### src/design/cba_pkg.sv
// ----------------------------------------------------------------------------
// cba_pkg: shared types and constants of the cluster bitmap allocator
// Operation and status codes, fixed field widths and the control and status
// structs that pass between the sequencer and the freed-cluster queue.
// ----------------------------------------------------------------------------
`default_nettype none

package cba_pkg;

  localparam int CL_W  = 16;  // cluster number
  localparam int CNT_W = 17;  // cluster count register
  localparam int OP_W  = 2;
  localparam int ST_W  = 2;

  localparam logic [OP_W-1:0] OP_ALLOC  = 2'd0;
  localparam logic [OP_W-1:0] OP_FREE   = 2'd1;
  localparam logic [OP_W-1:0] OP_FORMAT = 2'd2;

  localparam logic [ST_W-1:0] ST_OK      = 2'd0;
  localparam logic [ST_W-1:0] ST_NO_FREE = 2'd1;
  localparam logic [ST_W-1:0] ST_Q_OVF   = 2'd2;
  localparam logic [ST_W-1:0] ST_RANGE   = 2'd3;

  localparam logic [CNT_W-1:0] COUNT_RESET = 17'h10000;
  localparam logic [CNT_W-1:0] COUNT_MIN   = 17'd2;

  typedef struct packed {
    logic push;
    logic pop;
    logic clear;
  } fifo_ctl_t;

  typedef struct packed {
    logic empty;
    logic full;
  } fifo_sts_t;

endpackage

`default_nettype wire

### src/design/cba_fifo.sv
// ----------------------------------------------------------------------------
// cba_fifo: queue of freed cluster numbers
// Circular buffer with head, tail and fill count. The head entry is read
// every cycle into a register, so it is valid in the cycle after head settles.
// ----------------------------------------------------------------------------
`default_nettype none

module cba_fifo import cba_pkg::*; #(
  parameter int DEPTH = 256
) (
  input  logic            clk,
  input  logic            rst,
  input  fifo_ctl_t       ctl,
  input  logic [CL_W-1:0] wdata,
  output fifo_sts_t       sts,
  output logic [CL_W-1:0] rdata
);

  localparam int PW = (DEPTH > 1) ? $clog2(DEPTH) : 1;
  localparam int FW = $clog2(DEPTH + 1);

  logic [CL_W-1:0] mem [DEPTH];
  logic [PW-1:0]   head;
  logic [PW-1:0]   tail;
  logic [FW-1:0]   fill;

  assign sts.empty = (fill == '0);
  assign sts.full  = (fill == FW'(DEPTH));

  always_ff @(posedge clk) begin
    if (ctl.push) begin
      mem[tail] <= wdata;
    end
    rdata <= mem[head];
  end

  always_ff @(posedge clk) begin
    if (rst || ctl.clear) begin
      head <= '0;
      tail <= '0;
      fill <= '0;
    end else begin
      if (ctl.push) begin
        tail <= (tail == PW'(DEPTH - 1)) ? '0 : tail + PW'(1);
      end
      if (ctl.pop) begin
        head <= (head == PW'(DEPTH - 1)) ? '0 : head + PW'(1);
      end
      if (ctl.push && !ctl.pop) begin
        fill <= fill + FW'(1);
      end else if (ctl.pop && !ctl.push) begin
        fill <= fill - FW'(1);
      end
    end
  end

endmodule

`default_nettype wire

### config.mk
export PLATFORM = sky130hd
export DESIGN_NAME = cba_fifo
export DESIGN_NICKNAME = d
export VERILOG_FILES = /design/src/design/cba_pkg.sv /design/src/design/cba_fifo.sv
export SDC_FILE = /design/constraint.sdc
export NUM_CORES = 2
export LEC_CHECK = 0
export BUFFER_PORTS_ARGS = -buffer_cell sky130_fd_sc_hd__buf_2
export CAP_MARGIN = 20
export CORE_MARGIN = 2
export CORE_UTILIZATION = 50
export CTS_CLUSTER_SIZE = 30
export DETAILED_ROUTE_END_ITERATION = 10
export PLACE_DENSITY = 0.65
export RECOVER_POWER = 100
export SLEW_MARGIN = 20
export SYNTH_ARGS = -nofsm -noshare
export SYNTH_HDL_FRONTEND = slang
export SYNTH_SLANG_ARGS = --single-unit
export TNS_END_PERCENT = 50
### constraint.sdc
create_clock -name clk -period 5.3 [get_ports clk]
set_input_delay 0.795 -clock clk [delete_from_list [all_inputs] [get_ports clk]]
set_output_delay 0.795 -clock clk [all_outputs]
set_load 0.1 [all_outputs]
==> flow_metrics.env <==
export IMPL_first_pass_iters=7
export IMPL_clock_sinks=4137
export IMPL_synth_edf_count=4096
export IMPL_first_global_vias=80190
export IMPL_max_slew_worst_pin_slew_ns=5.044
export IMPL_wl_per_cell_um=36.63
export IMPL_syn_inst=7494
export IMPL_multiInputGateArea_um2=33250
export IMPL_required_ns=5.63
export IMPL_post_cts_resize_count=0
export IMPL_finClkSkew_ns=0.05554
export IMPL_place_port_buffers=38
export IMPL_dieArea_um2=324700
export IMPL_outcome="finished, violations left"
export IMPL_die_y_um=569.9
export IMPL_grt_first_pass_wirelength_um=635800
export IMPL_regArea_um2=123800
export IMPL_rr_worst_depth=5
export IMPL_setup_viol=0
export IMPL_hold_viol_final=0
export IMPL_num_rows=207
export IMPL_initial_core_util=0.5030
export IMPL_pre_cts_ws_ns=0.6538
export IMPL_drv_slew=2887
export IMPL_yosysSeqAreaShare=0.7734
export IMPL_fillCellCount=23430
export IMPL_cap_viol_max_count=83
export IMPL_fin_util=0.5633
export IMPL_grt_usage=0.2803
export IMPL_critPathKind="register to register"
export IMPL_avgSynthCellArea_um2=21.36
export IMPL_final_antenna_net_count=0
export IMPL_drc_errors=0
export IMPL_ys_ff_latch=4137
export IMPL_core_um2=318300
export IMPL_synth_cell_types=76
export IMPL_power_density_nw_per_um2=372.4
export IMPL_overflow=0
export IMPL_hpwlAfterDp_um=272200
export IMPL_gp_congestion=0.8990
export IMPL_p_total_mw=66.77
export IMPL_min_path_type="input pin to register"
export IMPL_end_kind="register"
export IMPL_synthToLayoutAreaGrowth_pct=11.99
export IMPL_layout_drive_gt1_share=0.2067
export IMPL_clkTransAtPathRegs_ns=0.06
export IMPL_vias_per_cell=6.607
export IMPL_leakagePower_nw=54.09
export IMPL_insertion_delay_ns=0.99
export IMPL_synth_area_um2=160100
export IMPL_io_pins=39
export IMPL_cts_setup_buffers=0
export IMPL_cts_buffers=415
export IMPL_worstPathArrival_ns=5.58
export IMPL_ir_drop_uv=278.3
export IMPL_violations="max-capacitance violations, max-slew violations"
export IMPL_synth_fp_nets=7531
export IMPL_finalCritPeriodShare=0.9913
export IMPL_synth_top_flop_cell="edfxtp_1"
export IMPL_setup_slack_ns=0.04616
export IMPL_postCtsHoldBufs=0
export IMPL_max_freq_mhz=190.3
export IMPL_relSlewSlack=-2.363
export IMPL_cts_tree="yes"
export IMPL_min_period_ns=5.254
export IMPL_yosysWarningCount=0
export IMPL_via_count=82830
export IMPL_wl_um=459200
export IMPL_htreeDepth=5
export IMPL_worstHoldPathCells=4
export IMPL_fin_nets=8012
export IMPL_antenna_found_initial=35
export IMPL_cts_root_buf="clkbuf_16"
export IMPL_worstPathMaxFanout=16
export IMPL_startpoint_type="register"
export IMPL_dieWidth_um=569.9
export IMPL_async_reset_ff_frac=0
export IMPL_whs_ns=0.2964
export IMPL_drtIter0Drc=12840
export IMPL_clockBufferDepth=4
export IMPL_rsz0062_at_grt="no"
export IMPL_grt_max_degree=174
export IMPL_setup_tns_ns=0
registers in the layout, indices dropped and copies added (netlist names):
signal / count
tail: 8
mem: 4096
fill: 9
head: 8
rdata: 16
critical path, cell delays in order (launching register included):
cell	delay [ns]
dfxtp_1	0.41
inv_1	0.11
ha_1	0.34
nand2_1	0.10
clkbuf_1	2.26
nor2_1	1.36
cell families (layout without fill, tap and decap cells):
| group | count (synthesis) | in the layout | synth area share |
|---|---|---|---|
| adders and majority gates | 16 | 16 | 0.001297 |
| buffers and inverters | 463 | 1300 | 0.01981 |
| and+or+nand+nor | 716 | 716 | 0.01882 |
| DFF | 4137 | 4137 | 0.7734 |
| muxes | 1381 | 1381 | 0.1524 |
| other | 0 | 26 | 0 |
| AOI/OAI and AO/OA | 766 | 766 | 0.03346 |
| xor gates and xnor gates | 15 | 15 | 0.0008206 |
synth_stat cells (12+ instances only):
cell type  number  area share
a2111oi_0      27      0.0015
a211oi_1       67      0.0031
a21oi_1       130      0.0041
a221oi_1       83      0.0045
a22oi_1        57      0.0027
a31oi_1        23     0.00090
a32oi_1        12     0.00066
buf_1          23     0.00054
buf_12         39      0.0049
buf_2         156      0.0049
buf_4          33      0.0015
buf_6          29      0.0020
buf_8          23      0.0022
clkbuf_1      147      0.0034
dfxtp_1        41      0.0051
edfxtp_1     4096        0.77
ha_1           15      0.0012
mux2_2         12     0.00084
mux2i_1       532       0.033
mux4_1         24      0.0039
mux4_2        813        0.11
nand2_1       211      0.0049
nand3_1        41      0.0013
nand4_1        16     0.00063
nor2_1        353      0.0083
nor2b_1        15     0.00059
nor3_1         27     0.00084
o211ai_1       16     0.00075
o21ai_0        98      0.0031
o21ai_1        23     0.00072
o221ai_1       75      0.0041
o22ai_1        88      0.0034
path summary, 6_finish.rpt:
kind         slack [ns]              endpoint                  from
min reg2reg        0.50  fill[8]$_SDFFE_PP0P_  fill[8]$_SDFFE_PP0P_
min                0.30  tail[3]$_SDFFE_PP0P_                   rst
max                0.05  mem[52][0]$_DFFE_PP_  tail[0]$_SDFFE_PP0P_
max reg2reg        0.05  mem[52][0]$_DFFE_PP_  tail[0]$_SDFFE_PP0P_
routing by layer:
| layer | wire length (um) | global-route usage | up-vias |
|---|---|---|---|
| met4 | 21490 | 0.1161 | 16 |
| met1 | 171300 | 0.3905 | 44110 |
| met5 | 390 | 0.001785 | - |
| met2 | 213100 | 0.4282 | 5302 |
| met3 | 52910 | 0.06636 | 920 |
| li1 | - | - | 32490 |
where the power goes:
| part | switching, mW | internal [mW] |
|---|---|---|
| Clock | 12.4 | 16.3 |
| Sequential | 0.0525 | 36.0 |
| Combinational | 1.34 | 0.630 |
cell type report:
class / instances / area share
inverter: 12 / 0.0003210
clock inverter: 250 / 0.01241
tap: 4180 / 0.02917
sequential: 4137 / 0.6907
clock buffer: 523 / 0.06175
timing repair buffer: 515 / 0.01986
antenna: 26 / 0.0003629
multi-input combinational: 2894 / 0.1854
cell usage in the layout, fill, tap and decap left out, drive strengths merged, types with 22 or more instances in the layout:
cell type | netlist | layout
nand2 | 211 | 211
a221oi | 87 | 87
nand3 | 41 | 41
o22ai | 88 | 88
nor2 | 353 | 353
nor3 | 27 | 27
diode | 0 | 26
bufinv | 0 | 31
o21ai | 121 | 121
buf | 303 | 235
inv | 12 | 22
a2111oi | 30 | 30
mux2i | 532 | 532
edfxtp | 4096 | 4096
o221ai | 75 | 75
clkbuf | 148 | 798
mux4 | 837 | 837
a31oi | 23 | 23
a211oi | 67 | 67
dfxtp | 41 | 41
clkinv | 0 | 202
a21oi | 130 | 130
a22oi | 57 | 57
per-stage QoR:
stage / area (um2) / instances
floorplan: 160100 / 7494
global placement: 167100 / 11740
detailed placement: 167300 / 11740
CTS: 180600 / 12510
global route: 179300 / 12520
finish: 179300 / 12540
(Power assumes the default switching activity.)
